===== src/hdl/qs_pkg.sv =====
package qs_pkg;

    // Fixed-point format of all quaternion components and angles.
    localparam int FRAC_BITS = 30;
    localparam logic [30:0] ONE = 31'(1) << FRAC_BITS;
    localparam logic [61:0] ONE_SQ = 62'(1) << (2 * FRAC_BITS);
    localparam logic [31:0] GAIN_INV = 32'd652032874;

    // Datapath widths.
    localparam int SQ_W = 62;   // radicand and root work registers
    localparam int XY_W = 34;   // CORDIC x and y
    localparam int Z_W = 33;    // CORDIC angle accumulator
    localparam int REM_W = 63;  // divider remainder
    localparam int QUO_W = 31;  // divider quotient

    // Pipeline map: index of the stage register that holds each result.
    localparam int SQRT_CELLS = 31;
    localparam int CORDIC_STEPS = 30;
    localparam int DIV_CELLS = 31;
    localparam int ST_DOT = 1;
    localparam int ST_SQ = 2;
    localparam int ST_SQRT0 = 3;
    localparam int ST_VEC0 = ST_SQRT0 + SQRT_CELLS;
    localparam int ST_THETA = ST_VEC0 + CORDIC_STEPS;
    localparam int ST_SIN0 = ST_THETA + 1;
    localparam int ST_MUL = ST_SIN0 + CORDIC_STEPS;
    localparam int ST_NUM = ST_MUL + 1;
    localparam int ST_DIV0 = ST_NUM + 1;
    localparam int NSTG = ST_DIV0 + DIV_CELLS;

    // Configuration register map (word index).
    localparam logic REG_MARGIN = 1'b0;
    localparam logic [10:0] MARGIN_RESET = 11'd1;

    // Side data that rides along the pipeline next to the arithmetic cells.
    typedef struct packed {
        logic [3:0][31:0] f;
        logic [3:0][31:0] g;
        logic [30:0]      t;
        logic             neg;
        logic             copy;
        logic [30:0]      d30;
        logic [30:0]      sn;
        logic [3:0]       rneg;
        logic [3:0]       big;
    } t_side;

    // atan(2^-i) in Q30, rounded to nearest.
    function automatic logic [32:0] step_angle(input int unsigned i);
        logic [32:0] a;
        case (i)
            0:       a = 33'd843314857;
            1:       a = 33'd497837829;
            2:       a = 33'd263043837;
            3:       a = 33'd133525159;
            4:       a = 33'd67021687;
            5:       a = 33'd33543516;
            6:       a = 33'd16775851;
            7:       a = 33'd8388437;
            8:       a = 33'd4194283;
            9:       a = 33'd2097149;
            default: a = 33'(1) << (FRAC_BITS - i);
        endcase
        return a;
    endfunction

endpackage


===== src/hdl/qs_sqrt_cell.sv =====
module qs_sqrt_cell import qs_pkg::*; #(
    parameter int STEP = 0
) (
    input  logic            i_clk,
    input  logic [SQ_W-1:0] i_rem,
    input  logic [SQ_W-1:0] i_root,
    output logic [SQ_W-1:0] o_rem,
    output logic [SQ_W-1:0] o_root
);

    // One result bit per cell; the trial bit walks down two places per cell.
    localparam logic [SQ_W-1:0] BIT = SQ_W'(1) << (2 * FRAC_BITS - 2 * STEP);

    logic [SQ_W-1:0] trial;
    logic [SQ_W-1:0] n_rem, n_root;
    logic [SQ_W-1:0] r_rem, r_root;

    always_comb begin
        trial = i_root + BIT;
        if (i_rem >= trial) begin
            n_rem  = i_rem - trial;
            n_root = (i_root >> 1) + BIT;
        end else begin
            n_rem  = i_rem;
            n_root = i_root >> 1;
        end
    end

    always_ff @(posedge i_clk) begin
        r_rem  <= n_rem;
        r_root <= n_root;
    end

    assign o_rem  = r_rem;
    assign o_root = r_root;

endmodule


===== config.mk =====
export PLATFORM = sky130hd
export DESIGN_NAME = qs_sqrt_cell
export DESIGN_NICKNAME = d
export VERILOG_FILES = /design/src/hdl/qs_pkg.sv /design/src/hdl/qs_sqrt_cell.sv
export SDC_FILE = /design/constraint.sdc
export NUM_CORES = 1
export LEC_CHECK = 0
export BUFFER_PORTS_ARGS = -buffer_cell sky130_fd_sc_hd__buf_2
export CAP_MARGIN = 20
export CORE_UTILIZATION = 51
export DETAILED_ROUTE_END_ITERATION = 12
export PLACE_DENSITY_LB_ADDON = 0.12
export SLEW_MARGIN = 20
export SYNTH_ARGS = -nofsm -noshare
export SYNTH_HDL_FRONTEND = slang
export SYNTH_SLANG_ARGS = --single-unit
export TNS_END_PERCENT = 30

===== constraint.sdc =====
create_clock -name i_clk -period 4.4 [get_ports i_clk]
set_clock_uncertainty 0.1 [all_clocks]
set_input_delay 0.88 -clock i_clk [delete_from_list [all_inputs] [get_ports i_clk]]
set_output_delay 0.88 -clock i_clk [all_outputs]
set_load 0.01 [all_outputs]

==> flow_metrics.env <==
export IMPL_status="completed"
export IMPL_cts_setup_buffers=0
export IMPL_worstSetupStartpointType="input pin"
export IMPL_crit_type="in2reg"
export IMPL_dieArea_mm2=0.01474
export IMPL_rows=43
export IMPL_cts_made_buffers=17
export IMPL_viasPerCell=5.373
export IMPL_start_util_pct=52.40
export IMPL_ctsRootBufferMaster="clkbuf_16"
export IMPL_drtIter0Drc=381
export IMPL_cts_resized=0
export IMPL_worstPathRequired_ns=4.61
export IMPL_synth_distinct_cells=66
export IMPL_synth_compound_gate_area_share_pct=22.95
export IMPL_port_buffers=248
export IMPL_synth_fa_ha_area_share_pct=10.94
export IMPL_layout_drive_gt1_share_pct=28.31
export IMPL_p_seq_share_pct=33.9
export IMPL_cp_end_kind="flop"
export IMPL_switching_share_pct=31.29
export IMPL_drv_cap=0
export IMPL_netlist_instances=877
export IMPL_hpwl_um=15270
export IMPL_post_route_drc_count=0
export IMPL_antenna_found_initial=2
export IMPL_worstMarginPinSlew_ns=0.5780
export IMPL_tns_ns=0
export IMPL_ir_drop_v=0.0003642
export IMPL_max_freq_ghz=0.2687
export IMPL_cp_max_fo=57
export IMPL_pre_cts_ws_ns=0.2687
export IMPL_p_int_uw=2651
export IMPL_finalPower_uw=3858
export IMPL_cts_hold_buf=0
export IMPL_wl_um=19240
export IMPL_path_common_cell="inv_1"
export IMPL_cts_tree="built"
export IMPL_core_area_mm2=0.01388
export IMPL_grt_max_degree=58
export IMPL_crit_slowest_cell="or3b_4"
export IMPL_die_height_um=121.4
export IMPL_rsz0062_at_grt="false"
export IMPL_min_path_type="in2reg"
export IMPL_synth_top_family_by_area="compound AO/OA/AOI/OAI gates"
export IMPL_cts_htree_levels=4
export IMPL_synthesis_area_mm2=0.007273
export IMPL_finalSetupViolations=0
export IMPL_leakage_uw=0.004558
export IMPL_ys_seq_elements=124
export IMPL_synth_fp_nets=1065
export IMPL_crit_chain="buf_2, inv_1, ha_1, inv_1, fa_1, a211oi_2, o21ai_2, o2111ai_2, a211oi_1, or3b_4, and2_4, a31oi_4, nand2_4, buf_12, mux2_4"
export IMPL_synth_xor_area_share_pct=6.864
export IMPL_grt_pass1_wl_um=30890
export IMPL_grt_pass1_vias=6671
export IMPL_pin_count=249
export IMPL_place_congestion=0.9413
export IMPL_clkSinkCount=124
export IMPL_fin_ws_ns=0.6779
export IMPL_seq_area_frac_synth_pct=34.13
export IMPL_final_nets=1309
export IMPL_max_stage_delay_ns=0.44
export IMPL_synth_warnings=0
export IMPL_fill_cells=1198
export IMPL_drv_slew=0
export IMPL_power_density_mw_per_mm2=416.8
export IMPL_vias=7065
export IMPL_fin_util_pct=66.68
export IMPL_min_period_ns=3.722
export IMPL_track_usage_pct=26.45
export IMPL_synth_edf_count=0
export IMPL_drt_pre_antenna_iters=5
export IMPL_cts_clk_slew_worst_paths_ns=0.06
export IMPL_synth_simple_area_share_pct=15.24
export IMPL_avgSynthCellArea_um2=8.293
export IMPL_async_flop_share_pct=0
export IMPL_worst_endpoint_arrival_ns=3.93
export IMPL_wl_per_cell_um=14.63
export IMPL_p_comb_share_pct=28.7
export IMPL_finalHoldViolCount=0
export IMPL_p_clk_share_pct=37.4
export IMPL_ys_flop_type="dfxtp_1"
export IMPL_period_share_pct=84.59
export IMPL_synthMuxAreaShare_pct=3.647
export IMPL_overflow=0
export IMPL_syn_to_final_growth_pct=27.27
export IMPL_p_sw_uw=1207
export IMPL_cts_buffer_depth=2
export IMPL_ant_nets=0
export IMPL_die_w_um=121.4
export IMPL_slew_limit_headroom_pct=61.11
-- cells by family (layout without fill, tap and decap cells) --
kind of cell             Yosys count  count (layout)
AND/OR/NAND/NOR                  242             242
other                              0               1
multiplexers                      18              18
adder cells (fa/ha/maj)           63              63
XOR/XNOR                          57              57
buffers and inverters            105             362
flip-flops                       124             124
AO/OA/AOI/OAI                    268             268
-- power groups by stage --
stage,combinational (uW),sequential [uW],clock (uW)
2_1_floorplan,661,1420,0
3_3_place_gp,1090,1330,0
3_5_place_dp,1100,1330,0
4_1_cts,1110,1310,1470
5_1_grt,1230,1320,1520
6_report,1110,1310,1440
-- critical path: cells and delay by family --
kind | cells | cell delay [ns]
muxes | 1 | 0.33
AOI/OAI and AO/OA | 5 | 0.96
adders and majority gates | 2 | 0.58
buffers and inverters | 4 | 0.42
and+or+nand+nor | 3 | 0.71
-- worst paths after layout --
check / from / endpoint / slack [ns] / depth (start not counted)
worst max-delay path: i_rem[0] / o_rem[21] / 0.68 / 15
worst min-delay path: i_root[3] / o_root[2] / 0.47 / 1
-- sequential cells by signal (all words and copies together) (netlist names) --
register	count
o_root	62
o_rem	62
-- cells in the mapped netlist, types with 2 or more instances --
cell / n / area (um2)
nor2b_1: 7 / 43.79
inv_1: 77 / 289.0
xor2_1: 21 / 183.9
a21oi_1: 127 / 635.6
or2_2: 5 / 31.28
nand2b_1: 3 / 18.77
buf_2: 8 / 40.04
clkbuf_1: 13 / 48.80
nor3_1: 10 / 50.05
o311a_1: 2 / 20.02
mux2_4: 17 / 255.2
a21boi_0: 3 / 22.52
a31o_1: 3 / 26.28
o21a_1: 7 / 52.55
nand2_1: 70 / 262.8
nor4_1: 2 / 12.51
and2_1: 4 / 25.02
a31oi_1: 7 / 43.79
o211ai_1: 8 / 60.06
o21bai_1: 11 / 82.58
dfxtp_1: 124 / 2482
a41oi_1: 2 / 17.52
and3_1: 10 / 62.56
nand4_1: 15 / 93.84
o31ai_1: 2 / 15.01
a211o_1: 2 / 17.52
o21ai_0: 29 / 145.1
xnor2_1: 36 / 315.3
nand3_1: 20 / 100.1
a221o_1: 2 / 20.02
a211oi_1: 5 / 37.54
a31o_2: 2 / 17.52
a211oi_2: 2 / 25.02
nor2_1: 86 / 322.8
buf_6: 6 / 67.56
a21o_1: 24 / 180.2
o21ai_1: 11 / 55.05
a221oi_1: 4 / 35.03
o2111ai_1: 2 / 17.52
ha_1: 62 / 775.7
-- per-layer routing --
metal  part of all wire [%]  GRT usage (%)  up-vias
met5                  0.073              0        -
met4                    1.6          8.796        2
met3                    6.1          6.814       28
met2                     49          45.70      229
met1                     43          31.59     3230
li1                       -              -     3576
-- layout by cell type (no fill, tap or decap), types with 3 or more instances in the layout --
cell / netlist / final
a211oi_1: 5 / 5
a21boi_0: 3 / 3
a21o_1: 24 / 24
a21oi_1: 127 / 127
a221oi_1: 4 / 4
a31o_1: 3 / 3
a31oi_1: 7 / 7
and2_1: 4 / 4
and3_1: 10 / 10
buf_2: 8 / 248
buf_4: 1 / 3
bufinv_16: 0 / 3
clkbuf_16: 0 / 17
clkinv_4: 0 / 3
dfxtp_1: 124 / 124
ha_1: 62 / 62
inv_1: 77 / 77
inv_6: 0 / 5
mux2_4: 17 / 17
nand2_1: 70 / 70
nand2b_1: 3 / 3
nand3_1: 20 / 20
nand4_1: 15 / 15
nor2_1: 86 / 86
nor2b_1: 7 / 7
nor3_1: 10 / 10
o211ai_1: 8 / 8
o21a_1: 7 / 7
o21ai_0: 29 / 29
o21ai_1: 11 / 11
o21bai_1: 11 / 11
or2_2: 5 / 5
xnor2_1: 36 / 36
xor2_1: 21 / 21
-- final cells by class --
type | count | area (um2) | area share, %
Multi-Input combinational cell | 648 | 4343 | 46.92
Sequential cell | 124 | 2482 | 26.82
Timing Repair Buffer | 253 | 1304 | 14.08
Clock buffer | 17 | 425.4 | 4.596
Inverter | 77 | 289.0 | 3.122
Tap cell | 180 | 225.2 | 2.433
Clock inverter | 15 | 185.2 | 2.001
Antenna cell | 1 | 2.502 | 0.02703
-- through the flow --
stage          hold WS [ns]  instances  area [um2]
2_1_floorplan        0.8077        877        7273
5_1_grt              0.4552       1314        9254
3_5_place_dp         0.8972       1282        8643
3_3_place_gp         0.8971       1282        8643
6_report             0.4662       1315        9256
4_1_cts              0.4553       1314        9254
Power figures use the tool's default switching activity.
