<file path="src/hdl/qs_pkg.sv">
package qs_pkg;

    // Fixed-point format of all quaternion components and angles.
    localparam int FRAC_BITS = 30;
    localparam logic [30:0] ONE = 31'(1) << FRAC_BITS;
    localparam logic [61:0] ONE_SQ = 62'(1) << (2 * FRAC_BITS);
    localparam logic [31:0] GAIN_INV = 32'd652032874;

    // Datapath widths.
    localparam int SQ_W = 62;   // radicand and root work registers
    localparam int XY_W = 34;   // CORDIC x and y
    localparam int Z_W = 33;    // CORDIC angle accumulator
    localparam int REM_W = 63;  // divider remainder
    localparam int QUO_W = 31;  // divider quotient

    // Pipeline map: index of the stage register that holds each result.
    localparam int SQRT_CELLS = 31;
    localparam int CORDIC_STEPS = 30;
    localparam int DIV_CELLS = 31;
    localparam int ST_DOT = 1;
    localparam int ST_SQ = 2;
    localparam int ST_SQRT0 = 3;
    localparam int ST_VEC0 = ST_SQRT0 + SQRT_CELLS;
    localparam int ST_THETA = ST_VEC0 + CORDIC_STEPS;
    localparam int ST_SIN0 = ST_THETA + 1;
    localparam int ST_MUL = ST_SIN0 + CORDIC_STEPS;
    localparam int ST_NUM = ST_MUL + 1;
    localparam int ST_DIV0 = ST_NUM + 1;
    localparam int NSTG = ST_DIV0 + DIV_CELLS;

    // Configuration register map (word index).
    localparam logic REG_MARGIN = 1'b0;
    localparam logic [10:0] MARGIN_RESET = 11'd1;

    // Side data that rides along the pipeline next to the arithmetic cells.
    typedef struct packed {
        logic [3:0][31:0] f;
        logic [3:0][31:0] g;
        logic [30:0]      t;
        logic             neg;
        logic             copy;
        logic [30:0]      d30;
        logic [30:0]      sn;
        logic [3:0]       rneg;
        logic [3:0]       big;
    } t_side;

    // atan(2^-i) in Q30, rounded to nearest.
    function automatic logic [32:0] step_angle(input int unsigned i);
        logic [32:0] a;
        case (i)
            0:       a = 33'd843314857;
            1:       a = 33'd497837829;
            2:       a = 33'd263043837;
            3:       a = 33'd133525159;
            4:       a = 33'd67021687;
            5:       a = 33'd33543516;
            6:       a = 33'd16775851;
            7:       a = 33'd8388437;
            8:       a = 33'd4194283;
            9:       a = 33'd2097149;
            default: a = 33'(1) << (FRAC_BITS - i);
        endcase
        return a;
    endfunction

endpackage

</file>
<file path="src/hdl/qs_div_cell.sv">
module qs_div_cell import qs_pkg::*; #(
    parameter int BIT = 0
) (
    input  logic              i_clk,
    input  logic [REM_W-1:0]  i_rem,
    input  logic [QUO_W-1:0]  i_quo,
    input  logic [30:0]       i_div,
    output logic [REM_W-1:0]  o_rem,
    output logic [QUO_W-1:0]  o_quo
);

    logic [REM_W-1:0] shifted;
    logic [REM_W-1:0] r_rem;
    logic [QUO_W-1:0] r_quo;

    assign shifted = REM_W'(i_div) << BIT;

    always_ff @(posedge i_clk) begin
        if (i_rem >= shifted) begin
            r_rem <= i_rem - shifted;
            r_quo <= i_quo | (QUO_W'(1) << BIT);
        end else begin
            r_rem <= i_rem;
            r_quo <= i_quo;
        end
    end

    assign o_rem = r_rem;
    assign o_quo = r_quo;

endmodule
</file>
<file path="config.mk">
export PLATFORM = sky130hd
export DESIGN_NAME = qs_div_cell
export DESIGN_NICKNAME = d
export VERILOG_FILES = /design/src/hdl/qs_pkg.sv /design/src/hdl/qs_div_cell.sv
export SDC_FILE = /design/constraint.sdc
export NUM_CORES = 1
export LEC_CHECK = 0
export ABC_AREA = 1
export BUFFER_PORTS_ARGS = -buffer_cell sky130_fd_sc_hd__buf_2
export CAP_MARGIN = 20
export CORE_MARGIN = 4
export CORE_UTILIZATION = 45
export CTS_CLUSTER_SIZE = 16
export DETAILED_ROUTE_END_ITERATION = 10
export PLACE_DENSITY = 0.83
export REMOVE_ABC_BUFFERS = 1
export SETUP_SLACK_MARGIN = 0.3
export SYNTH_ARGS = -nofsm -noshare
export SYNTH_HDL_FRONTEND = slang
export SYNTH_SLANG_ARGS = --single-unit
</file>
<file path="constraint.sdc">
create_clock -name i_clk -period 2.4 [get_ports i_clk]
set_clock_uncertainty 0.1 [all_clocks]
set_input_delay 0.24 -clock i_clk [delete_from_list [all_inputs] [get_ports i_clk]]
set_output_delay 0.24 -clock i_clk [all_outputs]
set_load 0.005 [all_outputs]
</file>
==> results.yml, run 1 <==
power_and_ir_drop:
  ir_drop_v: 0.000387
  switching_share_pct: 33.2
  p_int_mw: 3.12
  p_leak_nw: 5.12
  p_clk_share_pct: 30.3
  p_sw_mw: 1.55
  cellPowerDensity_nw_per_um2: 490
  pwr-share-comb_pct: 31.9
  p_seq_share_pct: 37.9
synthesis:
  yosysWarnings: 0
  syn_inst: 1125
  netlist_area_um2: 6760
  seq_area_frac_synth_pct: 27.9
  synth_cell_types: 32
  ys_seq_elements: 94
  syn_area_per_cell_um2: 6.00
worst_setup_path:
  critPathMaxFanout: 4
  endpoint: "o_rem[19]$_DFF_P_"
  cp.arrival_ps: 2150
  path_class: "in2reg"
  start_kind: "input port"
  crit_required_ps: 2550
  startpoint: "i_rem[10]"
  cp-end-kind: "register"
global_routing:
  grt_max_degree: 27
  grt_first_pass_wirelength_um: 37600
  grt_pass1_vias: 7666
  overflow: 0
  gr-usage-all-layers_pct: 28.7
  antenna_found_initial: 0
place:
  place_ws_ps: -88.0
  gp_congestion: 0.977
  portBuffers: 219
  dp_hpwl_um: 20300
route:
  route.detailed.drc: 0
  wl_um: 24900
  viasPerCell: 4.88
  detail_route.iter0.violations: 609
  antenna_left: 0
  vias: 8080
  wl_per_cell_um: 15.1
  first_pass_iters: 5
run:
  max-cap-violations: 0
timing:
  final-hold-violation-count: 0
  fin_hold_ws_ps: 10.4
  slew_headroom_pct: 74.4
  setup_ws_ps: 400
  setup_viol: 0
  maxSlewViolCount: 0
  tightest_slew_ps: 379
  fin_crit_ps: 2000
  rsz0062_at_grt: "true"
  fmax_mhz: 500
  fin_crit_sh_pct: 83.3
  fin_tns_setup_ps: 0
layout:
  antenna_cells: 0
  nFillCells: 1370
  drive_above_1_share_pct: 27.2
  nets: 1627
  syn2layout_area_growth_pct: 41.4
  multiInputGateArea_um2: 4140
  register_area_um2: 1880
  post-route-util_pct: 65.2
  mostFrequentLayoutCells: "nand2_1 (403), buf_2 (219), inv_1 (210)"
  final_common_cell: "nand2_1"
cts:
  cts_root_buf: "clkbuf_16"
  cts_buffers: 9
  clk_path_buf_depth: 2
  clkSinkCount: 94
  cts.clk_slew.worst_paths_ps: 70
  h-tree-depth: 3
  cts_tree: "done"
floorplanning:
  die_h_um: 131
  die_width_um: 131
  initial_utilization_pct: 46.1
  core_area_um2: 14600
  rows: 44
  die_area_um2: 17000
  pin_count: 220
worst_hold_path:
  hold_path.class: "in2reg"
run_status:
  status: "finished, final reports clean"
==> critical path: stages <==
cell,delay [ps]
buf_2,110
ha_1,350
nand2_2,120
inv_1,40
nand2_1,90
nand2_1,90
buf_4,140
a21oi_1,100
nand2_1,160
nand2_1,100
nand2_1,160
buf_4,190
xnor2_1,200
o21ai_2,60
==> area by class of cell <==
| type | count | area share, % |
|---|---|---|
| timing repair buffer | 341 | 23.1 |
| tap | 184 | 2.41 |
| multi-input combinational | 806 | 43.3 |
| inverter | 216 | 8.49 |
| sequential | 94 | 19.7 |
| clock buffer | 10 | 2.40 |
| clock inverter | 6 | 0.563 |
==> sequential cells by signal, summed over array words and instances (netlist names) <==
| name | flops |
|---|---|
| o_rem | 63 |
| o_quo | 31 |
==> power by group through the flow <==
stage | Clock [mW] | Combinational (mW) | Sequential [mW]
after floorplan | 0 | 0.684 | 1.84
after detailed placement | 0 | 1.35 | 1.80
after CTS | 1.44 | 1.42 | 1.77
final | 1.42 | 1.49 | 1.77
after global routing | 1.51 | 1.64 | 1.79
after global placement | 0 | 1.34 | 1.80
==> synth_stat cells (all sizes together) <==
master,n,area (µm²)
fa,1,20.0
nor3,21,116
and2,2,12.5
a21oi,53,359
xor2,1,8.76
inv,213,800
or2,2,12.5
nand3b,1,7.51
nor2,128,526
xnor2,20,175
a21boi,1,7.51
dfxtp,94,1880
nand4,14,87.6
clkinv,3,11.3
and3,3,18.8
o21ai,34,226
ha,32,400
o21bai,7,52.6
buf,9,91.3
nor4,1,6.26
nand3,61,305
nand2,424,1630
==> kinds of logic (layout without fill, tap and decap cells) <==
family	count (synthesis)	in the layout	synth area share, %
flip-flops	94	94	27.9
adder cells (fa/ha/maj)	33	33	6.22
AND/OR/NAND/NOR	657	657	40.3
AO/OA/AOI/OAI	95	95	9.56
XOR/XNOR	21	21	2.72
buffers and inverters	225	573	13.4
==> routing by layer <==
layer  wire (µm)  vias to the layer above  share of wire [%]  global-route usage [%]
li1            -                     4127                  -                       -
met1       10900                     3589                 44                    37.6
met2       11400                      327                 46                    48.0
met3        2150                       37                8.6                    5.61
met4         558                        0                2.2                    8.41
met5           0                        -                  0                       0
==> worst min-delay path by stage <==
stage	startpoint	endpoint	cells after the start
after floorplan	i_quo[10]	o_quo[10]$_DFF_P_	0
after global placement	i_quo[25]	o_quo[25]$_DFF_P_	1
after detailed placement	i_quo[21]	o_quo[21]$_DFF_P_	1
after CTS	i_rem[20]	o_rem[20]$_DFF_P_	3
after global routing	i_rem[14]	o_rem[14]$_DFF_P_	3
final	i_rem[14]	o_rem[14]$_DFF_P_	3
==> metrics by stage <==
| stage | area, µm² | power [mW] | cells |
|---|---|---|---|
| 5_1_grt | 9550 | 4.94 | 1657 |
| 6_report | 9550 | 4.68 | 1657 |
| 2_1_floorplan | 6660 | 2.52 | 1116 |
| 3_5_place_dp | 8530 | 3.16 | 1584 |
| 3_3_place_gp | 8530 | 3.14 | 1584 |
| 4_1_cts | 9370 | 4.64 | 1655 |
==> repair_timing <==
action / in CTS / in global routing
gates resized for setup: 1 / 30
pin swaps: 1 / 3
setup buffers: 2 / 1
endpoints found under the hold margin: 53 / 1
hold buffers: 53 / 1
setup endpoints to repair: 4 / 48
No activity file was read; power rests on OpenSTA's default activity.
==> inputs of run 2 (changes only) <==
==> constraint.sdc (replaced) <==
create_clock -name i_clk -period 2.1 [get_ports i_clk]
set_clock_uncertainty 0.1 [all_clocks]
set_input_delay 0.21 -clock i_clk [delete_from_list [all_inputs] [get_ports i_clk]]
set_output_delay 0.21 -clock i_clk [all_outputs]
set_load 0.005 [all_outputs]
==> results.yml, run 2 (synthesis gave the netlist of run 1 again) <==
run_status:
  status: "finished, final reports clean"
timing:
  setup_viol: 0
  setup_ws_ps: 160
  fin_crit_sh_pct: 92.4
  maxSlewViolCount: 0
  fmax_mhz: 515
  tightest_slew_ps: 339
  fin_tns_setup_ps: 0
  slew_headroom_pct: 77.2
  rsz0062_at_grt: "true"
  fin_crit_ps: 1940
  final-hold-violation-count: 0
worst_setup_path:
  startpoint: "i_div[5]"
  start_kind: "input port"
  critPathMaxFanout: 4
  crit_required_ps: 2300
  cp-end-kind: "register"
  endpoint: "o_rem[22]$_DFF_P_"
  path_class: "in2reg"
  cp.arrival_ps: 2140
floorplanning:
  initial_utilization_pct: 46.1
  die_area_um2: 17000
  pin_count: 220
  die_h_um: 131
  die_width_um: 131
  core_area_um2: 14600
  rows: 44
power_and_ir_drop:
  p_leak_nw: 6.11
  cellPowerDensity_nw_per_um2: 514
  ir_drop_v: 0.000392
  totalPowerFinal_mw: 6.09
cts:
  h-tree-depth: 3
  cts.clk_slew.worst_paths_ps: 80
  cts_root_buf: "clkbuf_16"
  clk_path_buf_depth: 2
  cts_tree: "done"
  cts_buffers: 9
  clkSinkCount: 94
layout:
  drive_above_1_share_pct: 45.8
  mostFrequentLayoutCells: "nand2_1 (336), buf_4 (203), buf_2 (201)"
  register_area_um2: 1880
  nets: 1776
  nFillCells: 935
  syn2layout_area_growth_pct: 75.4
  final_common_cell: "nand2_1"
  post-route-cell-area_um2: 11800
  antenna_cells: 0
  instances_no_fill: 1805
  largest_reg_flops: 63
  multiInputGateArea_um2: 5070
worst_hold_path:
  worstHoldStart: "i_rem[2]"
  hold_path.class: "in2reg"
place:
  dp_hpwl_um: 21100
  gp_congestion: 1.07
  portBuffers: 219
  placed_cells_incl_taps: 1702
  place_area_um2: 9440
  place_ws_ps: -298
global_routing:
  gr-usage-all-layers_pct: 31.2
  grt_first_pass_wirelength_um: 41100
  grt_max_degree: 18
  grt_pass1_vias: 8511
  antenna_found_initial: 0
  overflow: 0
route:
  wl_per_cell_um: 17.8
  wl_um: 32200
  detail_route.iter0.violations: 975
  route.detailed.drc: 0
  viasPerCell: 5.28
  antenna_left: 0
  first_pass_iters: 7
  vias: 9532
run:
  max-cap-violations: 0
run 2: changes by cell type in the layout (fill, tap and decap cells not counted), moves of 31 or more:
cell and delta:
buf_6 +31, nor2_1 -36, nand2_2 +47, buf_4 +140
nand2_1 -67
run 2: area by class of cell:
class                   count  share of cell area (%)
clock buffers               9                    1.90
clock inverters             6                   0.465
inverters                 216                    6.84
multi-input cells         806                    42.8
flip-flops and latches     94                    15.9
well taps                 184                    1.94
repair buffers            490                    30.2
run 2: worst max-delay path: stages:
cell and delay (ps):
buf_2 80, inv_1 70, ha_4 280, buf_4 120, nand2_2 90, nor2_1 270
nand2_1 130, nand3_2 110, nand2_2 80, nand2_4 100, nand2_2 60, nand2_2 90
buf_6 130, nor2_4 30, nor2_2 100, nand2_1 80, nand2_1 80
run 2: worst min-delay path by stage:
stage          slack, ps                 to  cells after the start
6_report               3   o_rem[2]$_DFF_P_                      3
5_1_grt               20  o_rem[48]$_DFF_P_                      3
2_1_floorplan        140  o_quo[10]$_DFF_P_                      0
3_5_place_dp         210   o_quo[5]$_DFF_P_                      1
3_3_place_gp         210  o_quo[25]$_DFF_P_                      1
4_1_cts                4  o_rem[48]$_DFF_P_                      3
run 2: routing by layer:
| layer | share of wire, % | GRT usage (%) | up-vias |
|---|---|---|---|
| met3 | 10 | 6.63 | 175 |
| met1 | 37 | 38.3 | 4273 |
| met2 | 48 | 53.8 | 662 |
| li1 | - | - | 4422 |
| met5 | 0 | 0 | - |
| met4 | 5.3 | 11.3 | 0 |
run 2: stage by stage:
stage | util (%) | hold WS, ps
after floorplan | - | 138
after global placement | 64.5 | 212
after detailed placement | 64.5 | 214
after CTS | 73.6 | 4.31
after global routing | 80.9 | 15.5
final | 80.9 | 3.17
run 2: repair_timing:
item	CTS	global route
resized for setup	83	225
hold buffers	41	1
gates cloned	2	2
endpoints found under the setup margin	64	64
pin swaps	19	63
endpoints found under the hold margin	41	1
setup buffers	14	28
run 2: report_power, final:
| part | switching (mW) | internal, mW |
|---|---|---|
| Clock | 0.807 | 0.823 |
| Combinational | 1.26 | 1.17 |
| Sequential | 0.0552 | 1.98 |
| Total | 2.12 | 3.97 |
