<file path="config.mk">
export PLATFORM = sky130hd
export DESIGN_NAME = qs_cordic_cell
export DESIGN_NICKNAME = d
export VERILOG_FILES = /design/src/hdl/qs_pkg.sv /design/src/hdl/qs_cordic_cell.sv
export SDC_FILE = /design/constraint.sdc
export NUM_CORES = 1
export LEC_CHECK = 0
export BUFFER_PORTS_ARGS = -buffer_cell sky130_fd_sc_hd__buf_2
export CORE_ASPECT_RATIO = 1.2
export CORE_MARGIN = 5
export CORE_UTILIZATION = 53
export CTS_BUF_LIST = sky130_fd_sc_hd__clkbuf_2 sky130_fd_sc_hd__clkbuf_4 sky130_fd_sc_hd__clkbuf_8
export DETAILED_ROUTE_END_ITERATION = 8
export PLACE_DENSITY = 0.84
export SYNTH_ARGS = -nofsm -noshare
export SYNTH_HDL_FRONTEND = slang
export SYNTH_SLANG_ARGS = --single-unit
</file>
<file path="constraint.sdc">
create_clock -name i_clk -period 9.2 [get_ports i_clk]
set_clock_uncertainty 0.15 [all_clocks]
set_input_delay 1.84 -clock i_clk [delete_from_list [all_inputs] [get_ports i_clk]]
set_output_delay 1.84 -clock i_clk [all_outputs]
set_load 0.02 [all_outputs]
</file>
<file path="src/hdl/qs_pkg.sv">
package qs_pkg;

    // Fixed-point format of all quaternion components and angles.
    localparam int FRAC_BITS = 30;
    localparam logic [30:0] ONE = 31'(1) << FRAC_BITS;
    localparam logic [61:0] ONE_SQ = 62'(1) << (2 * FRAC_BITS);
    localparam logic [31:0] GAIN_INV = 32'd652032874;

    // Datapath widths.
    localparam int SQ_W = 62;   // radicand and root work registers
    localparam int XY_W = 34;   // CORDIC x and y
    localparam int Z_W = 33;    // CORDIC angle accumulator
    localparam int REM_W = 63;  // divider remainder
    localparam int QUO_W = 31;  // divider quotient

    // Pipeline map: index of the stage register that holds each result.
    localparam int SQRT_CELLS = 31;
    localparam int CORDIC_STEPS = 30;
    localparam int DIV_CELLS = 31;
    localparam int ST_DOT = 1;
    localparam int ST_SQ = 2;
    localparam int ST_SQRT0 = 3;
    localparam int ST_VEC0 = ST_SQRT0 + SQRT_CELLS;
    localparam int ST_THETA = ST_VEC0 + CORDIC_STEPS;
    localparam int ST_SIN0 = ST_THETA + 1;
    localparam int ST_MUL = ST_SIN0 + CORDIC_STEPS;
    localparam int ST_NUM = ST_MUL + 1;
    localparam int ST_DIV0 = ST_NUM + 1;
    localparam int NSTG = ST_DIV0 + DIV_CELLS;

    // Configuration register map (word index).
    localparam logic REG_MARGIN = 1'b0;
    localparam logic [10:0] MARGIN_RESET = 11'd1;

    // Side data that rides along the pipeline next to the arithmetic cells.
    typedef struct packed {
        logic [3:0][31:0] f;
        logic [3:0][31:0] g;
        logic [30:0]      t;
        logic             neg;
        logic             copy;
        logic [30:0]      d30;
        logic [30:0]      sn;
        logic [3:0]       rneg;
        logic [3:0]       big;
    } t_side;

    // atan(2^-i) in Q30, rounded to nearest.
    function automatic logic [32:0] step_angle(input int unsigned i);
        logic [32:0] a;
        case (i)
            0:       a = 33'd843314857;
            1:       a = 33'd497837829;
            2:       a = 33'd263043837;
            3:       a = 33'd133525159;
            4:       a = 33'd67021687;
            5:       a = 33'd33543516;
            6:       a = 33'd16775851;
            7:       a = 33'd8388437;
            8:       a = 33'd4194283;
            9:       a = 33'd2097149;
            default: a = 33'(1) << (FRAC_BITS - i);
        endcase
        return a;
    endfunction

endpackage

</file>
<file path="src/hdl/qs_cordic_cell.sv">
module qs_cordic_cell import qs_pkg::*; #(
    parameter int STEP      = 0,
    parameter bit VECTORING = 1'b0
) (
    input  logic                   i_clk,
    input  logic signed [XY_W-1:0] i_x,
    input  logic signed [XY_W-1:0] i_y,
    input  logic signed [Z_W-1:0]  i_z,
    output logic signed [XY_W-1:0] o_x,
    output logic signed [XY_W-1:0] o_y,
    output logic signed [Z_W-1:0]  o_z
);

    localparam logic signed [Z_W-1:0] ANG = step_angle(STEP);

    logic signed [XY_W-1:0] xs, ys;
    logic                   ccw;
    logic signed [XY_W-1:0] r_x, r_y;
    logic signed [Z_W-1:0]  r_z;

    // Arithmetic shifts round toward minus infinity.
    assign xs  = i_x >>> STEP;
    assign ys  = i_y >>> STEP;
    // Vectoring drives y to zero, rotation drives z to zero.
    assign ccw = VECTORING ? (i_y < 0) : (i_z >= 0);

    always_ff @(posedge i_clk) begin
        if (ccw) begin
            r_x <= i_x - ys;
            r_y <= i_y + xs;
            r_z <= i_z - ANG;
        end else begin
            r_x <= i_x + ys;
            r_y <= i_y - xs;
            r_z <= i_z + ANG;
        end
    end

    assign o_x = r_x;
    assign o_y = r_y;
    assign o_z = r_z;

endmodule

</file>
==> results of run 1 <==
[synth_stat cells, drive strengths merged (4+ instances only)]
library cell	n	area [um2]
a211oi	11	95.1
xor2	17	149
and3	9	56.3
a21boi	9	67.6
o211ai	6	55.1
o21ai	75	375
a211o	5	43.8
a21o	37	278
a2111oi	6	52.6
fa	4	80.1
buf	16	83.8
or2	6	37.5
xnor2	77	674
nand4	10	62.6
or4	4	37.5
and2	8	50.1
nor2b	11	68.8
ha	130	1630
a21oi	147	739
nand3	28	140
o31ai	15	136
nor2	80	300
a221oi	6	52.6
o2111ai	4	35.0
or3	7	43.8
inv	108	405
clkbuf	30	113
nand2	62	233
nor3	33	170
a31oi	12	75.1
o41ai	6	60.1
dfxtp	100	2000
mux2i	19	190
nor4	6	37.5
nand2b	13	81.3
o21a	14	105
o31a	4	35.0
o21bai	27	203
[metal layers]
metal,track usage [%],share of wire (%),up-vias
met2,46.2,49,502
li1,-,-,4571
met5,0,0.096,-
met1,30.7,38,4285
met4,11.5,4.1,4
met3,4.67,8.4,85
[metrics by stage]
stage,std cells,instance area [um2]
detailed placement,1571,10400
global route,1589,10600
floorplan,1193,9320
CTS,1587,10600
finish,1589,10600
global placement,1571,10400
[cells by family after synthesis]
kind of cell             count (synthesis)  share of synthesized area (%)
AND/OR/NAND/NOR                        281                           14.5
AO/OA/AOI/OAI                          409                           28.3
flip-flops                             100                           21.5
XOR/XNOR                                94                           8.84
buffers and inverters                  156                           6.54
multiplexers                            19                           2.04
adder cells (fa/ha/maj)                134                           18.3
[power breakdown]
part	switching, uW	internal, uW
clock network	168	130
logic	508	290
registers	25.8	536
[registers in the layout, indices dropped and copies added, names as in the netlist]
name,cells
o_x,34
o_y,33
o_z,33
[layout make-up]
| cell class | instances | area share [%] |
|---|---|---|
| antenna | 2 | 0.0471 |
| clock buffer | 10 | 1.24 |
| clock inverter | 6 | 0.589 |
| inverter | 110 | 3.89 |
| multi-input combinational | 937 | 63.1 |
| sequential | 100 | 18.9 |
| tap | 220 | 2.59 |
| timing repair buffer | 204 | 9.66 |
[path summary, 6_finish.rpt]
path	cells past startpoint	end	slack [ns]
setup / recovery	13	o_z[17]	4.13
hold / removal	2	o_z[0]	1.52
[critical path, cell delays in order]
cell	delay, ns
buf_2	0.12
inv_2	0.32
buf_4	0.53
ha_1	0.34
a211oi_1	0.27
o21ai_0	0.22
a21boi_0	0.29
nor3_1	0.08
nor4bb_1	0.45
o21ai_0	0.21
a21o_1	0.22
a21oi_1	0.20
xnor2_1	0.14
==> results.sh, run 1 <==
export IMPL_status="completed"
export IMPL_path_class="in -> reg"
export IMPL_drt_first_iter_violations=817
export IMPL_die_x_um=131
export IMPL_grt_max_degree=94
export IMPL_grt_pass1_wl_mm=43.5
export IMPL_setup_violations=0
export IMPL_start_util_pct=53.6
export IMPL_clk_pin_slew_ns=0.10
export IMPL_path_max_fanout=40
export IMPL_maxSlewViolCount=0
export IMPL_worst_slew_pin_slew_ns=1.01
export IMPL_clock_sinks=100
export IMPL_antenna_found_initial=4
export IMPL_synth_edf_count=0
export IMPL_postRouteAntennaNets=0
export IMPL_cts_tree="done"
export IMPL_die_h_um=155
export IMPL_fill_cells=1592
export IMPL_hp_start="i_z[0]"
export IMPL_postCtsResizedCells=0
export IMPL_vias=9447
export IMPL_place_congestion=0.999
export IMPL_worst_slack_ns=4.13
export IMPL_viasPerCell=5.95
export IMPL_pin_count=203
export IMPL_maxSlewHeadroom_pct=32.9
export IMPL_rows=53
export IMPL_ff_latch_area_um2=2000
export IMPL_crit_arrival_ns=5.24
export IMPL_post_place_ws_ns=3.79
export IMPL_grt_pass1_vias=9039
export IMPL_holdWs_ns=1.52
export IMPL_dp_hpwl_mm=22.5
export IMPL_layout_commonest_cell="buf_2"
export IMPL_yosysSeqAreaShare_pct=21.5
export IMPL_final_cell_mix="buf_2, a21oi_1, ha_1"
export IMPL_startpoint_type="primary input"
export IMPL_hold_buffers=0
export IMPL_cp_required_ns=9.38
export IMPL_dieArea_um2=20300
export IMPL_synth_nets=1429
export IMPL_nets=1598
export IMPL_rsz0062_at_grt="no"
export IMPL_numPortBuffers=202
export IMPL_cts_htree_levels=3
export IMPL_grt_usage_pct=26.3
export IMPL_wl_per_cell_um=17.6
export IMPL_avgSynthCellArea_um2=7.81
export IMPL_numCtsBuffers=9
export IMPL_clk_path_buf_depth=2
export IMPL_wl_mm=28.0
export IMPL_drc=0
export IMPL_tns_ns=0
export IMPL_timing_max_cap_violations=0
export IMPL_power_uw=1660
export IMPL_synth_cells=1193
export IMPL_async_flop_share_pct=0
export IMPL_fmax_mhz=197
export IMPL_core_area_um2=17400
export IMPL_multiInputGateArea_um2=6710
export IMPL_area_growth_pct=14.0
export IMPL_powerDensity_nw_per_um2=156
export IMPL_ys_flop_type="dfxtp_1"
export IMPL_hold_violations=0
export IMPL_ys_types=70
export IMPL_hold_path_class="in -> reg"
export IMPL_end_kind="register"
export IMPL_p_leak_uw=0.00512
export IMPL_synthesis_area_um2=9320
export IMPL_root_buffer="clkbuf_8"
export IMPL_ys_ff_latch=100
export IMPL_fin_util_pct=61.1
export IMPL_peakVddDrop_v=0.0000799
export IMPL_period_needed_ns=5.07
export IMPL_overflow=0
export IMPL_cp_startpoint="i_z[32]"
export IMPL_ys_warn_count=0
export IMPL_period_share_pct=55.1
export IMPL_drive_gt1_share_pct=17.8
export IMPL_drtPass1Iterations=5
export IMPL_postCtsSetupBuffers=0
Power figures use the tool's default switching activity.
==> run 2, diff against run 1 <==
Clock period 9.2 ns to 5.2 ns, I/O delays scaled along.
==> results.sh, run 2 (synthesized netlist as in run 1, its figures left out) <==
export IMPL_maxSlewHeadroom_pct=54.7
export IMPL_core_area_um2=17400
export IMPL_maxSlewViolCount=0
export IMPL_layout_commonest_cell="buf_2"
export IMPL_rsz0062_at_grt="no"
export IMPL_clk_pin_slew_ns=0.12
export IMPL_p_comb_share_pct=48.4
export IMPL_largest_reg_flops=34
export IMPL_fill_cells=1602
export IMPL_clockPowerShare_pct=17.7
export IMPL_hold_buffers=0
export IMPL_powerDensity_nw_per_um2=276
export IMPL_antenna_found_initial=4
export IMPL_p_leak_uw=0.00513
export IMPL_overflow=0
export IMPL_final_area_um2=10600
export IMPL_holdWs_ns=0.704
export IMPL_p_int_uw=1650
export IMPL_crit_arrival_ns=4.14
export IMPL_dieArea_um2=20300
export IMPL_period_needed_ns=4.01
export IMPL_vias=9621
export IMPL_final_cell_mix="buf_2, a21oi_1, ha_1"
export IMPL_hold_path_class="in -> reg"
export IMPL_drc=0
export IMPL_wl_mm=28.8
export IMPL_cts_tree="done"
export IMPL_setup_violations=0
export IMPL_peakVddDrop_v=0.000149
export IMPL_root_buffer="clkbuf_8"
export IMPL_numCtsBuffers=9
export IMPL_area_growth_pct=14.2
export IMPL_path_max_fanout=5
export IMPL_met3_length_mm=2.42
export IMPL_drtPass1Iterations=6
export IMPL_grt_usage_pct=26.9
export IMPL_startpoint_type="primary input"
export IMPL_period_share_pct=77.1
export IMPL_seqPwrFrac_pct=33.9
export IMPL_timing_max_cap_violations=0
export IMPL_numPortBuffers=202
export IMPL_grt_pass1_vias=9123
export IMPL_dpl_instance_area_um2=10400
export IMPL_tns_ns=0
export IMPL_worst_slack_ns=1.19
export IMPL_post_place_ws_ns=0.857
export IMPL_cts_htree_levels=3
export IMPL_nets=1600
export IMPL_drive_gt1_share_pct=18.0
export IMPL_clock_sinks=100
export IMPL_die_x_um=131
export IMPL_postRouteAntennaNets=0
export IMPL_power_switching_uw=1290
export IMPL_fmax_mhz=249
export IMPL_path_class="in -> reg"
export IMPL_grt_pass1_wl_mm=44.4
export IMPL_power_share_switching_pct=43.8
export IMPL_dp_hpwl_mm=23.1
export IMPL_drt_first_iter_violations=766
export IMPL_die_h_um=155
export IMPL_wl_per_cell_um=18.1
export IMPL_start_util_pct=53.6
export IMPL_place_congestion=1.02
export IMPL_met2_length_mm=13.9
export IMPL_clk_path_buf_depth=2
export IMPL_worst_slew_pin_slew_ns=0.672
export IMPL_top_layer="met4"
export IMPL_postCtsResizedCells=0
export IMPL_drt_met1_wl_mm=11.0
export IMPL_viasPerCell=6.04
export IMPL_pin_count=203
export IMPL_status="completed"
export IMPL_hold_violations=0
export IMPL_postCtsSetupBuffers=0
export IMPL_rows=53
export IMPL_end_kind="register"
export IMPL_cp_required_ns=5.33
export IMPL_grt_max_degree=52
[run 2: changes by cell type in the layout (fill, tap and decap cells not counted), sizes merged]
| cell | delta |
|---|---|
| clkbuf | -1 |
| inv | +2 |
| diode | +2 |
| buf | +2 |
| bufinv | -1 |
[run 2: per-layer routing]
layer	up-vias	track usage, %
li1	4552	-
met2	517	46.4
met3	108	4.53
met5	-	0
met4	0	13.9
met1	4444	31.6
[run 2: final timing paths]
kind	startpoint	end	slack (ns)	cells past startpoint
min	i_z[0]	o_z[0]	0.70	2
max	i_x[1]	o_x[29]	1.19	12
[run 2: worst max-delay path: stages]
cell and delay, ns:
buf_2 0.16, inv_1 0.10, ha_1 0.32, nor2b_1 0.16, o31a_1 0.26, o41ai_1 0.44
a21oi_1 0.24, a21oi_1 0.41, o22ai_1 0.18, a2111oi_0 0.54, a211oi_1 0.13, xnor2_1 0.16
[run 2: power groups by stage]
| stage | sequential, uW | combinational, uW | clock [uW] |
|---|---|---|---|
| finish | 996 | 1420 | 521 |
| global route | 1010 | 1540 | 560 |
| CTS | 998 | 1410 | 525 |
| detailed placement | 1020 | 1400 | 0 |
| global placement | 1010 | 1390 | 0 |
| floorplan | 1250 | 718 | 0 |
[run 2: per-stage QoR]
step           total power, uW  util (%)  std cells
3_5_place_dp              2420      60.1       1573
4_1_cts                   2930      61.2       1589
6_report                  2940      61.2       1593
5_1_grt                   3110      61.2       1593
3_3_place_gp              2400      60.1       1573
2_1_floorplan             1970         -       1193
[run 2: layout make-up]
type | instances | area (um2) | share of cell area (%)
inverter | 110 | 413 | 3.88
timing repair buffer | 206 | 1040 | 9.79
clock buffer | 9 | 124 | 1.16
sequential | 100 | 2000 | 18.8
antenna | 4 | 10.0 | 0.0941
tap | 220 | 275 | 2.59
clock inverter | 7 | 66.3 | 0.623
multi-input combinational | 937 | 6710 | 63.0
==> run 3, diff against run 2 <==
Clock period 5.2 ns to 3.95 ns, I/O delays scaled along.
==> results.sh, run 3 (synthesized netlist as in run 1, its figures left out) <==
export IMPL_path_class="in -> reg"
export IMPL_cts_tree="done"
export IMPL_layout_commonest_cell="buf_2"
export IMPL_grt_max_degree=70
export IMPL_p_leak_uw=0.00527
export IMPL_clk_pin_slew_ns=0.11
export IMPL_numPortBuffers=202
export IMPL_clk_path_buf_depth=2
export IMPL_setup_violations=0
export IMPL_place_congestion=0.991
export IMPL_fill_cells=1587
export IMPL_postRouteAntennaNets=0
export IMPL_worst_slew_pin_slew_ns=0.716
export IMPL_grt_pass1_vias=9271
export IMPL_holdPathStages=2
export IMPL_fin_util_pct=62.6
export IMPL_maxSlewHeadroom_pct=52.3
export IMPL_postCtsSetupBuffers=0
export IMPL_nets=1629
export IMPL_rows=53
export IMPL_crit_buf_inv=2
export IMPL_overflow=0
export IMPL_postCtsResizedCells=0
export IMPL_fmax_mhz=284
export IMPL_final_cell_mix="buf_2, a21oi_1, ha_1"
export IMPL_area_growth_pct=16.7
export IMPL_wl_mm=28.8
export IMPL_period_share_pct=89.2
export IMPL_hold_path_class="in -> reg"
export IMPL_power_uw=3950
export IMPL_core_area_um2=17400
export IMPL_peakVddDrop_v=0.000231
export IMPL_powerDensity_nw_per_um2=363
export IMPL_crit_path_max_incr_delay_ns=0.55
export IMPL_cp_startpoint="i_x[4]"
export IMPL_drt_first_iter_violations=653
export IMPL_period_needed_ns=3.52
export IMPL_worst_slack_ns=0.426
export IMPL_tns_ns=0
export IMPL_hold_buffers=0
export IMPL_path_max_fanout=14
export IMPL_vias=9563
export IMPL_crit_end="o_y[28]"
export IMPL_path_delay_family="compound AO/OA/AOI/OAI gates"
export IMPL_die_x_um=131
export IMPL_rsz0062_at_grt="no"
export IMPL_dieArea_um2=20300
export IMPL_end_kind="register"
export IMPL_hold_violations=0
export IMPL_antenna_found_initial=3
export IMPL_pin_count=203
export IMPL_maxSlewViolCount=0
export IMPL_start_util_pct=53.6
export IMPL_die_h_um=155
export IMPL_clock_sinks=100
export IMPL_post_place_ws_ns=0.0954
export IMPL_crit_slowest_cell="o41ai_1"
export IMPL_grt_pass1_wl_mm=44.8
export IMPL_root_buffer="clkbuf_8"
export IMPL_wl_per_cell_um=17.8
export IMPL_dp_hpwl_mm=23.5
export IMPL_largest_reg_flops=34
export IMPL_grt_usage_pct=27.3
export IMPL_startpoint_type="primary input"
export IMPL_drc=0
export IMPL_critical_path_depth=12
export IMPL_cp_required_ns=4.07
export IMPL_holdWs_ns=0.462
export IMPL_drtPass1Iterations=5
export IMPL_viasPerCell=5.90
export IMPL_drive_gt1_share_pct=19.7
export IMPL_crit_arrival_ns=3.65
export IMPL_numCtsBuffers=9
export IMPL_timing_max_cap_violations=0
export IMPL_status="completed"
export IMPL_cts_htree_levels=3
export IMPL_worstPathCellList="buf_2 > inv_1 > ha_1 > nand2_1 > o21bai_1 > a21boi_0 > o41ai_1 > o221a_2 > o21ai_0 > a2111oi_0 > a21oi_1 > xor2_1"
[run 3: cell count changes in the layout (fill, tap and decap cells not counted)]
| cell | before | now |
|---|---|---|
| buf_12 | 0 | 1 |
| clkinvlp_4 | 0 | 1 |
| bufinv_16 | 0 | 1 |
| buf_4 | 4 | 32 |
| clkinv_4 | 3 | 2 |
| inv_8 | 2 | 0 |
| inv_6 | 2 | 3 |
| diode_2 | 4 | 2 |
[run 3: area by class of cell]
class,count,area (um2),area share (%)
clock inverter,7,81.3,0.748
tap,220,275,2.53
sequential,100,2000,18.4
inverter,110,413,3.80
timing repair buffer,235,1270,11.7
clock buffer,9,124,1.14
multi-input combinational,937,6710,61.6
antenna,2,5.00,0.0460
[run 3: worst min-delay path by stage]
| stage | from | to | slack [ns] |
|---|---|---|---|
| 6_report | i_z[0] | o_z[0] | 0.46 |
| 5_1_grt | i_z[0] | o_z[0] | 0.47 |
| 4_1_cts | i_z[0] | o_z[0] | 0.45 |
| 3_5_place_dp | i_z[0] | o_z[0] | 0.88 |
| 3_3_place_gp | i_z[0] | o_z[0] | 0.87 |
| 2_1_floorplan | i_z[0] | o_z[0] | 0.74 |
[run 3: metal layers]
metal  vias up  share of wire, %  track usage (%)  routed length [um]
li1       4628                 -                -                   -
met2       445                50             48.4               14500
met4         2               4.1             13.0                1170
met1      4403                38             31.3               10800
met3        85               8.0             4.60                2310
met5         -             0.045                0                  13
[run 3: report_power, final]
| part | total, uW | switching [uW] | leakage (uW) | internal, uW |
|---|---|---|---|---|
| registers | 1310 | 62.8 | 0.000844 | 1250 |
| logic | 1920 | 1200 | 0.00433 | 715 |
| clock network | 718 | 416 | 0.000101 | 302 |
| total | 3950 | 1680 | 0.00527 | 2270 |
[run 3: stage by stage]
step           cell area (um2)  cells
2_1_floorplan             9320   1193
3_3_place_gp             10700   1602
3_5_place_dp             10700   1602
4_1_cts                  10900   1618
5_1_grt                  10900   1620
6_report                 10900   1620
